--- src/hdl/sse_pkg.sv ---
`default_nettype none
// ---------------------------------------------------------------------------
// sse_pkg: shared types and constants of the shell sort engine
// Element width, tally width and the sequencer state encoding.
// ---------------------------------------------------------------------------
package sse_pkg;

    localparam int SSE_MAX_ELEMS = 64;
    localparam int VALUE_W       = 32;
    localparam int TALLY_W       = 16;
    localparam logic [TALLY_W-1:0] TALLY_MAX = '1;

    typedef enum logic [3:0] {
        ST_LOAD,      // take elements
        ST_GAP,       // start a gap pass or finish sorting
        ST_ROW,       // fetch element i of the current pass
        ST_HELD,      // capture the held element
        ST_TEST,      // fetch the neighbor one gap below j
        ST_CMP,       // compare, shift up or stop
        ST_PLACE,     // write the held element at j
        ST_OUT_RD,    // fetch element k for output
        ST_OUT_LD,    // load the output register
        ST_OUT_HOLD   // offer the result until taken
    } sse_state_t;

endpackage
`default_nettype wire

--- src/hdl/sse_ram.sv ---
`default_nettype none
// ---------------------------------------------------------------------------
// sse_ram: generic single-write, single-read RAM
// One write port and one read port; the read data is registered.
// ---------------------------------------------------------------------------
module sse_ram #(
    parameter int WIDTH = 32,
    parameter int DEPTH = 64
) (
    input  wire logic                     clk,
    input  wire logic                     wr_en,
    input  wire logic [$clog2(DEPTH)-1:0] wr_addr,
    input  wire logic [WIDTH-1:0]         wr_data,
    input  wire logic [$clog2(DEPTH)-1:0] rd_addr,
    output logic      [WIDTH-1:0]         rd_data
);

    logic [WIDTH-1:0] mem [DEPTH];

    always_ff @(posedge clk)
    begin
        if (wr_en)
        begin
            mem[wr_addr] <= wr_data;
        end
        rd_data <= mem[rd_addr];
    end

endmodule
`default_nettype wire

--- src/hdl/shell_sort_engine_core.sv ---
`default_nettype none
// ---------------------------------------------------------------------------
// shell_sort_engine_core: Shell sort with halving gaps
// Collects a set of signed words, sorts it in place in one RAM with a
// gapped insertion sort per gap, and streams the set out in ascending order
// together with a saturating operation tally.
//
//   channel | direction | handshake          | payload
//   --------+-----------+--------------------+-------------------------------
//   input   | in        | in_valid/in_ready  | elem_value, set_end
//   output  | out       | out_valid/out_ready| sorted_value, op_count, out_last
//
// Loading takes one transaction per cycle. After the set_end transaction the
// sort runs on the single RAM port pair: each gap pass walks its rows in turn;
// each row fetches element i, compares it with its neighbors one gap below,
// shifting each larger one up, and writes it back where the scan stops;
// draining reads and offers one element at a time and waits out any output stall. The input is
// not ready from the set_end transaction until the last result has been taken.
// Reset clears all control state; RAM contents need no clearing pass.
// Elements beyond MAX_ELEMS are dropped; set_end still closes the set.
// ---------------------------------------------------------------------------
module shell_sort_engine_core #(
    parameter int MAX_ELEMS = sse_pkg::SSE_MAX_ELEMS
) (
    input  wire logic                               clk,
    input  wire logic                               rst_n,
    // input channel
    input  wire logic                               in_valid,
    output logic                                    in_ready,
    input  wire logic signed [sse_pkg::VALUE_W-1:0] elem_value,
    input  wire logic                               set_end,
    // output channel
    output logic                                    out_valid,
    input  wire logic                               out_ready,
    output logic signed      [sse_pkg::VALUE_W-1:0] sorted_value,
    output logic             [sse_pkg::TALLY_W-1:0] op_count,
    output logic                                    out_last
);

    localparam int AW = $clog2(MAX_ELEMS);
    localparam int CW = $clog2(MAX_ELEMS + 1);
    localparam logic [CW-1:0] MAX_CNT = CW'(MAX_ELEMS);
    localparam logic [CW-1:0] ONE_CNT = CW'(1);

    sse_pkg::sse_state_t state_reg, state_next;

    logic [CW-1:0] total_reg, total_next;   // elements loaded so far
    logic [CW-1:0] count_reg, count_next;   // size of the set under sort
    logic [CW-1:0] gap_reg,   gap_next;
    logic [CW-1:0] i_reg,     i_next;
    logic [CW-1:0] j_reg,     j_next;
    logic [CW-1:0] k_reg,     k_next;       // output index
    logic signed [sse_pkg::VALUE_W-1:0] held_reg, held_next;
    logic [sse_pkg::TALLY_W-1:0]        tally_reg, tally_next;
    logic signed [sse_pkg::VALUE_W-1:0] out_value_reg, out_value_next;
    logic                               out_last_reg, out_last_next;

    // RAM port controls
    logic                        ram_wr_en;
    logic [AW-1:0]               ram_wr_addr;
    logic [sse_pkg::VALUE_W-1:0] ram_wr_data;
    logic [AW-1:0]               ram_rd_addr;
    logic [sse_pkg::VALUE_W-1:0] ram_rd_data;

    logic          bump;        // one operation done this cycle
    logic [CW-1:0] j_less_gap;
    logic          in_fire;
    logic          has_room;

    sse_ram #(
        .WIDTH (sse_pkg::VALUE_W),
        .DEPTH (MAX_ELEMS)
    ) u_store (
        .clk     (clk),
        .wr_en   (ram_wr_en),
        .wr_addr (ram_wr_addr),
        .wr_data (ram_wr_data),
        .rd_addr (ram_rd_addr),
        .rd_data (ram_rd_data)
    );

    assign in_ready     = (state_reg == sse_pkg::ST_LOAD);
    assign in_fire      = in_valid && in_ready;
    assign has_room     = (total_reg < MAX_CNT);
    assign j_less_gap   = j_reg - gap_reg;

    assign out_valid    = (state_reg == sse_pkg::ST_OUT_HOLD);
    assign sorted_value = out_value_reg;
    assign op_count     = tally_reg;
    assign out_last     = out_last_reg;

    always_ff @(posedge clk or negedge rst_n)
    begin
        if (!rst_n)
        begin
            state_reg    <= sse_pkg::ST_LOAD;
            total_reg    <= '0;
            count_reg    <= '0;
            gap_reg      <= '0;
            i_reg        <= '0;
            j_reg        <= '0;
            k_reg        <= '0;
            tally_reg    <= '0;
            out_last_reg <= 1'b0;
        end
        else
        begin
            state_reg    <= state_next;
            total_reg    <= total_next;
            count_reg    <= count_next;
            gap_reg      <= gap_next;
            i_reg        <= i_next;
            j_reg        <= j_next;
            k_reg        <= k_next;
            tally_reg    <= tally_next;
            out_last_reg <= out_last_next;
        end
    end

    // payload registers, no reset needed
    always_ff @(posedge clk)
    begin
        held_reg      <= held_next;
        out_value_reg <= out_value_next;
    end

    always_comb
    begin
        state_next     = state_reg;
        total_next     = total_reg;
        count_next     = count_reg;
        gap_next       = gap_reg;
        i_next         = i_reg;
        j_next         = j_reg;
        k_next         = k_reg;
        held_next      = held_reg;
        out_value_next = out_value_reg;
        out_last_next  = out_last_reg;
        bump           = 1'b0;
        ram_wr_en      = 1'b0;
        ram_wr_addr    = total_reg[AW-1:0];
        ram_wr_data    = elem_value;
        ram_rd_addr    = i_reg[AW-1:0];

        case (state_reg)
            sse_pkg::ST_LOAD:
            begin
                if (in_fire)
                begin
                    // store while there is room, drop otherwise
                    ram_wr_en = has_room;
                    if (has_room)
                    begin
                        total_next = total_reg + ONE_CNT;
                    end
                    if (set_end)
                    begin
                        count_next = has_room ? total_reg + ONE_CNT : total_reg;
                        gap_next   = count_next >> 1;
                        state_next = sse_pkg::ST_GAP;
                    end
                end
            end

            sse_pkg::ST_GAP:
            begin
                if (gap_reg == '0)
                begin
                    k_next     = '0;
                    state_next = sse_pkg::ST_OUT_RD;
                end
                else
                begin
                    i_next     = gap_reg;
                    state_next = sse_pkg::ST_ROW;
                end
            end

            sse_pkg::ST_ROW:
            begin
                if (i_reg >= count_reg)
                begin
                    // pass done: count it and halve the gap
                    bump       = 1'b1;
                    gap_next   = gap_reg >> 1;
                    state_next = sse_pkg::ST_GAP;
                end
                else
                begin
                    ram_rd_addr = i_reg[AW-1:0];
                    j_next      = i_reg;
                    state_next  = sse_pkg::ST_HELD;
                end
            end

            sse_pkg::ST_HELD:
            begin
                held_next  = ram_rd_data;
                state_next = sse_pkg::ST_TEST;
            end

            sse_pkg::ST_TEST:
            begin
                if (j_reg >= gap_reg)
                begin
                    ram_rd_addr = j_less_gap[AW-1:0];
                    state_next  = sse_pkg::ST_CMP;
                end
                else
                begin
                    state_next = sse_pkg::ST_PLACE;
                end
            end

            sse_pkg::ST_CMP:
            begin
                if ($signed(ram_rd_data) > held_reg)
                begin
                    // shift the larger neighbor up one gap
                    ram_wr_en   = 1'b1;
                    ram_wr_addr = j_reg[AW-1:0];
                    ram_wr_data = ram_rd_data;
                    bump        = 1'b1;
                    j_next      = j_less_gap;
                    state_next  = sse_pkg::ST_TEST;
                end
                else
                begin
                    state_next = sse_pkg::ST_PLACE;
                end
            end

            sse_pkg::ST_PLACE:
            begin
                ram_wr_en   = 1'b1;
                ram_wr_addr = j_reg[AW-1:0];
                ram_wr_data = held_reg;
                bump        = 1'b1;
                i_next      = i_reg + ONE_CNT;
                state_next  = sse_pkg::ST_ROW;
            end

            sse_pkg::ST_OUT_RD:
            begin
                ram_rd_addr = k_reg[AW-1:0];
                state_next  = sse_pkg::ST_OUT_LD;
            end

            sse_pkg::ST_OUT_LD:
            begin
                out_value_next = ram_rd_data;
                out_last_next  = ((k_reg + ONE_CNT) == count_reg);
                state_next     = sse_pkg::ST_OUT_HOLD;
            end

            sse_pkg::ST_OUT_HOLD:
            begin
                if (out_ready)
                begin
                    if (out_last_reg)
                    begin
                        // set delivered: start a fresh one
                        total_next = '0;
                        state_next = sse_pkg::ST_LOAD;
                    end
                    else
                    begin
                        k_next     = k_reg + ONE_CNT;
                        state_next = sse_pkg::ST_OUT_RD;
                    end
                end
            end

            default:
            begin
                state_next = sse_pkg::ST_LOAD;
            end
        endcase
    end

    // saturating operation tally, cleared when a set closes
    always_comb
    begin
        tally_next = tally_reg;
        if (in_fire && set_end)
        begin
            tally_next = '0;
        end
        else if (bump && (tally_reg != sse_pkg::TALLY_MAX))
        begin
            tally_next = tally_reg + 1'b1;
        end
    end

endmodule
`default_nettype wire
--- config.mk ---
export PLATFORM = sky130hd
export DESIGN_NAME = shell_sort_engine_core
export DESIGN_NICKNAME = d
export VERILOG_FILES = /design/src/hdl/sse_pkg.sv /design/src/hdl/sse_ram.sv /design/src/hdl/shell_sort_engine_core.sv
export SDC_FILE = /design/constraint.sdc
export NUM_CORES = 2
export LEC_CHECK = 0
export BUFFER_PORTS_ARGS = -buffer_cell sky130_fd_sc_hd__buf_2
export CAP_MARGIN = 30
export CORE_AREA = 2 2 398 400
export DETAILED_ROUTE_END_ITERATION = 6
export DIE_AREA = 0 0 400 402
export HOLD_SLACK_MARGIN = 0.05
export PLACE_DENSITY = 0.76
export SKIP_LAST_GASP = 1
export SLEW_MARGIN = 30
export SYNTH_ARGS = -nofsm -noshare
export SYNTH_HDL_FRONTEND = slang
export SYNTH_SLANG_ARGS = --single-unit
--- constraint.sdc ---
create_clock -name clk -period 5.4 [get_ports clk]
set_input_delay 0.54 -clock clk [delete_from_list [all_inputs] [get_ports clk]]
set_output_delay 0.54 -clock clk [all_outputs]
set_load 0.005 [all_outputs]
======== Word-level counts from Yosys, hierarchy flattened ========
Memories as Yosys holds them, arrays and structs flattened. A register that Yosys moved wholly into a read port is not among the register bits.
Cells that the tools add are included.
word-level totals
  register bits after elaboration ......... 127
  bits in writable memories ............... 2048
  input port bits ......................... 37
  output and inout bits ................... 51
  logic and storage cells ................. 102
  memories ................................ 1
memories
  memory       depth  width  read ports  clocked after memory_dff  wr ports  RTL line       source
  u_store.mem  64     32     1           1                         1         sse_ram.sv:18  logic [WIDTH-1:0] mem [DEPTH];
cells by class
  $add $sub $neg .......................... 5
  $lt $le $gt $ge ......................... 4
  equal/unequal tests ..................... 21
  multiplexer cells ....................... 42
  reductions and logical operators ........ 18
operators by type and width
  cell                                                  number
  2-to-1 mux 7 bit                                      13
  one-hot mux 7 bit (2 select lines)                    5
  one-hot mux 32 bit (2 select lines)                   1
  one-hot mux 4 bit (10 select lines)                   1
  > comparator 32 bit                                   1
  2-to-1 mux 16 bit                                     2
  2-to-1 mux 32 bit                                     1
  one-hot mux 6 bit (2 select lines)                    2
  adder 7 x 1 -> 7 bit (second input constant)          3
  adder 16 x 1 -> 16 bit (second input constant)        1
  equality test 4 x 3 -> 1 bit (second input constant)  4
  != test 16 bit (second input constant)                1
  >= comparator 7 bit                                   2
  2-to-1 mux 4 bit                                      3
  2-to-1 mux 6 bit                                      2
  != test 2 bit (second input constant)                 6
  AND reduction 4 bit                                   3
  nonzero test 2 bit                                    6
  AND reduction 3 bit                                   3
  equality test 4 x 2 -> 1 bit (second input constant)  2
  equality test 4 bit (second input constant)           2
  != test 2 x 1 -> 1 bit (second input constant)        4
  equality test 7 bit                                   1
  zero test 7 bit                                       1
  other kinds (10)                                      20

======== Logic depth before layout (Yosys ltp) ========
  depth after elaboration ................. 6
  gate-level depth with buffers ........... 18
  gate-level depth less buffers ........... 15

======== Cells and area by module ========
Synthesis repeated with hierarchy kept, for this count alone.
unflattened totals
  cells, all modules ...................... 4038
  area total of the unflattened synthesis .. 85714.7 um2
modules (own cells, without submodules)
  module                  instances  cells each  area an instance (um2)  seq. area each (um2)
  sse_ram                 1          3324        78515.3                 62139.6
  shell_sort_engine_core  1          714         7199.4                  3473.3

======== Least setup slack after synthesis ========
No wires, ideal clock.
  kind .................................... flip-flop to flip-flop
  start point ............................. reg held_reg[9] (netlist bit)
  end point ............................... mem u_store.mem[39][0] (enable)
  setup time .............................. 0.421 ns
  data arrival time ....................... 4.713 ns
  required time ........................... 4.979 ns
  path slack .............................. 0.266 ns
  cell stages (with the launch flop) ...... 16
  path buffers ............................ 2
  clock period less this slack ............ 5.134 ns
  cells stage by stage .................... edfxtp_1 inv_1 ha_1 a21o_1 a21o_1 a21o_1 a21oi_1 nor2_1 o41ai_1 o32ai_1 nor2_1 clkbuf_1 buf_1 mux2i_1 nand2_1 nor2_1
on the way
  cells in the longest elaborated chain, start to end .. 5
  elaborated cells between the ends (all ways) .. 7
  those cells by class .................... 1 x order compare; 6 x mux
RTL lines
  element                                 RTL line                       source
  from (decl)                             shell_sort_engine_core.sv:53   logic signed [sse_pkg::VALUE_W-1:0] held_reg, held_next;
  from (signal assigned)                  shell_sort_engine_core.sv:123  held_reg <= held_next;
  > comparator 32 bit (*)                 shell_sort_engine_core.sv:217  if ($signed(ram_rd_data) > held_reg)
  2-to-1 mux 1 bit                        shell_sort_engine_core.sv:217
  one-hot mux 1 bit (3 select lines)      shell_sort_engine_core.sv:145  case (state_reg)
  2-to-1 mux 1 bit                        sse_ram.sv:22                  if (wr_en)
  2-to-1 mux 1 bit (not written as such)  sse_ram.sv:24                  mem[wr_addr] <= wr_data;
  to (decl)                               sse_ram.sv:18
Every way passes the cells marked *; elsewhere a longest branch is shown, timed or not.

======== Final worst setup path ========
  start point ............................. reg gap_reg[1]
  end point ............................... reg u_store.rd_data[27] (read register of u_store.mem)
on the way
  cells in the longest elaborated chain, start to end .. 3
  elaborated cells between the ends (all ways) .. 4
  those cells by class .................... 1 x add/sub; 1 x order compare; 2 x mux
RTL lines
  element                                                  RTL line                                                     source
  from (decl)                                              shell_sort_engine_core.sv:49                                 logic [CW-1:0] gap_reg, gap_next;
  from (signal assigned)                                   shell_sort_engine_core.sv:111                                gap_reg <= gap_next;
  subtractor 7 bit or >= comparator 7 bit (tied branches)  shell_sort_engine_core.sv:85, shell_sort_engine_core.sv:204
  2-to-1 mux 6 bit (*)                                     shell_sort_engine_core.sv:204                                if (j_reg >= gap_reg)
  one-hot mux 6 bit (2 select lines) (*)                   shell_sort_engine_core.sv:145
  to (decl)                                                sse_ram.sv:15                                                output logic [WIDTH-1:0] rd_data
Marked as above.
A chain may end at the register's enable or synchronous reset.

==> flow_summary_export.csv <==
group,metric,value,unit
sta,setup_violations,2,
final_layout,final_common_cell,"edfxtp_1",
final_layout,largest_register,"u_store.mem",
synth,synth_edf_count,2112,
power_and_ir_drop,p_leak,36.1,nW
placement,hpwlAfterDp,151000,um
floorplanning,start_util,56.4,%
global_route,groute.usage.overall,32.2,%
routing,wl,262000,um
sta,rsz0062_at_grt,"yes",
cts,cts.clk_slew.worst_paths,70,ps
floorplanning,ioPinCount,88,
synth,synth.net_count,6892,
synth,synth_ff_type,"edfxtp_1",
global_route,grt_pass1_wl,379000,um
setup_path,worst_ep_required_time,6070,ps
sta,max_freq,0.183,GHz
sta,final_hold_viol_count,0,
cts,cts.sinks,2206,
setup_path,cp_top_family,"compound AO/OA/AOI/OAI gates",
synth,netlist_area,0.0887,mm^2
setup_path,crit_path_start_kind,"flop",
synth,async_flop_share,2.81,%
sta,finalCriticalPeriod,5470,ps
routing,drt_first_pass_iters,6,
final_layout,layout-drive-gt1-share,12.6,%
run_status,violations,"negative setup slack",
setup_path,cp_cell_sequence,"inv_1 -> ha_1 -> nor2b_1 -> o31a_1 -> o31ai_1 -> and3b_1 -> buf_4 -> a221oi_4 -> buf_4 -> nand2_4 -> buf_12 -> buf_4 -> o221ai_1 -> o221ai_1 -> a2bb2oi_1",
min_path,hold_class,"in2reg",
floorplanning,coreArea,0.157,mm^2
global_route,antenna_found_initial,16,
final_layout,final_cell_mix,"edfxtp_1, nand2_1, nand3_1",
routing,top_layer_used,"met5",
final_layout,largest_register_ffs,2048,
synth,syn_area_per_cell,13.0,um^2
synth,synthCells,6805,
power_and_ir_drop,powerDensity,646,mW/mm^2
routing,vias,60724,
global_route,grt_overflow_total,0,
setup_path,crit_type,"reg2reg",
routing,wl_met1,90700,um
floorplanning,rows,146,
final_layout,fin_nets,7140,
synth,ys_ff_latch,2206,
cts,insertion_delay,870,ps
setup_path,critPathBufInv,5,
routing,wl_met3,36500,um
setup_path,crit_path_max_incr_delay,700,ps
routing,wl_met2,118000,um
power_and_ir_drop,peakVddDrop,0.867,mV
final_layout,fin_area,0.102,mm^2
cts,cts_buffers,208,
synth,seq_area_frac_synth,74.0,%
cts,clock_path_buffers,3,
sta,setup_slack,-70.6,ps
run,drv_cap,0,
routing,vias_per_cell,6.52,
placement,io_buffers,87,
synth,synthDistinctLibCells,76,
floorplanning,dieWidth,400,um
sta,maxSlewHeadroom,21.6,%
run_status,status,"finished with violations",
sta,finalCritPeriodShare,101,%
cts,ctsHtreeMaxLevel,4,
final_layout,synthToLayoutAreaGrowth,15.0,%
placement,place_area,0.0950,mm^2
floorplanning,chipHeight,402,um
setup_path,crit_top_cell,"buf_4",
placement,gp_congestion,0.926,
global_route,grt_max_degree,114,
sta,skew,44.0,ps
cts,cts_root_buf,"clkbuf_16",
global_route,grt_pass1_vias,58436,
routing,first_iter_violations,10299,
setup_path,end_kind,"flop",
synth,ys.warnings.count,0,
sta,worst_pin_slew,1170,ps
routing,ant_nets,0,
floorplanning,die_area,0.161,mm^2
setup_path,critPathArrivalTime,6150,ps
sta,maxSlewViolCount,0,
setup_path,crit_path_top_delay_cell,"o221ai_1",
routing,drc,0,
routing,wl_per_cell,28.2,um
cts,post_cts_buffers,0,
final_layout,final_core_util,64.9,%
sta,finalSetupTns,-110,ps
setup_path,cp_max_fo,31,
cts,cts_tree,"built",
final timing paths:
path,start,to,slack [ps],depth (start not counted)
max in group asynchronous,rst_n,j_reg[3],4450,3
hold reg to reg,count_reg[3],count_reg[3],490,2
setup reg to reg,gap_reg[1],u_store.rd_data[27],-70,15
hold / removal,in_valid,total_reg[3],140,5
setup / recovery,gap_reg[1],u_store.rd_data[27],-70,15
min in group asynchronous,rst_n,op_count[9],410,3
power breakdown:
part           switching [W]  internal [W]
combinational         0.0206       0.00871
sequential          0.000741        0.0211
clock                0.00639       0.00838
stage by stage:
stage | hold WS, ps | total power [W] | std cells | setup slack [ps]
final | 140 | 0.0659 | 9308 | -70.6
after global placement | 466 | 0.0495 | 8912 | 37.4
after floorplan | 244 | 0.0373 | 6805 | 266
after CTS | 99.0 | 0.0649 | 9301 | 60.4
after detailed placement | 466 | 0.0501 | 8912 | 205
after global routing | 142 | 0.0678 | 9303 | -46.4
synthesized netlist by cell type, types with 3 or more instances:
library cell	count	area share (%)
dfrtp_1	62	1.7
clkbuf_1	177	0.75
a2bb2oi_1	4	0.040
ha_1	49	0.69
a21o_1	26	0.22
o32ai_1	4	0.040
nand4_1	11	0.078
mux2i_1	121	1.4
a2111oi_0	4	0.040
nor3_1	57	0.32
a31oi_1	123	0.87
xnor2_1	17	0.17
and2_1	8	0.056
nor2_1	121	0.51
buf_1	48	0.20
nand2b_1	9	0.063
o21a_1	5	0.042
nor4_1	56	0.40
dfxtp_1	32	0.72
and3_1	155	1.1
a311oi_1	146	1.4
nor2b_1	9	0.063
nand2_1	2006	8.5
o31ai_1	6	0.051
o221a_2	3	0.038
edfxtp_1	2112	72
o221a_1	18	0.23
inv_1	63	0.27
buf_2	173	0.98
nand3_1	623	3.5
a31o_2	4	0.040
o21ai_0	65	0.37
buf_4	28	0.24
o22ai_1	67	0.47
a221oi_1	4	0.040
o311a_1	4	0.045
xor2_1	8	0.079
o221ai_1	25	0.25
a211oi_1	28	0.24
a22oi_1	33	0.28
mux2_2	4	0.051
a221o_1	4	0.045
a21oi_1	238	1.3
a22o_1	3	0.030
routing by layer:
| metal | vias up | GRT usage [%] |
|---|---|---|
| met5 | - | 0 |
| met2 | 4806 | 49.5 |
| li1 | 25618 | - |
| met1 | 29495 | 42.7 |
| met4 | 10 | 17.1 |
| met3 | 795 | 7.90 |
worst register-to-register path: cells and delay by family (launching register included):
family / cells / cell delay, ps
and+or+nand+nor: 3 / 900
buffers and inverters: 5 / 1340
DFF: 1 / 430
adders and majority gates: 1 / 330
AOI/OAI and AO/OA: 6 / 2280
what timing repair did:
item	CTS	global route
setup endpoints to repair	0	12
hold endpoints to repair	64	0
hold buffers	2	0
gates resized for setup	0	13
kinds of logic after synthesis:
logic type               after synthesis  share of synthesized area [%]
AND/OR/NAND/NOR                     3069                           14.7
flip-flops                          2206                           74.0
multiplexers                         125                           1.42
buffers and inverters                491                           2.46
XOR/XNOR                              25                          0.247
AO/OA/AOI/OAI                        839                           6.45
adder cells (fa/ha/maj)               50                          0.714
layout make-up:
type / count / area [um^2]
clock inverter: 108 / 1230
multi-input combinational: 4108 / 21600
antenna: 6 / 15.0
tap: 2072 / 2590
fill: 10519 / 55100
clock buffer: 279 / 5650
inverter: 63 / 236
timing repair buffer: 466 / 5040
sequential: 2206 / 65600
(Power assumes the default switching activity.)
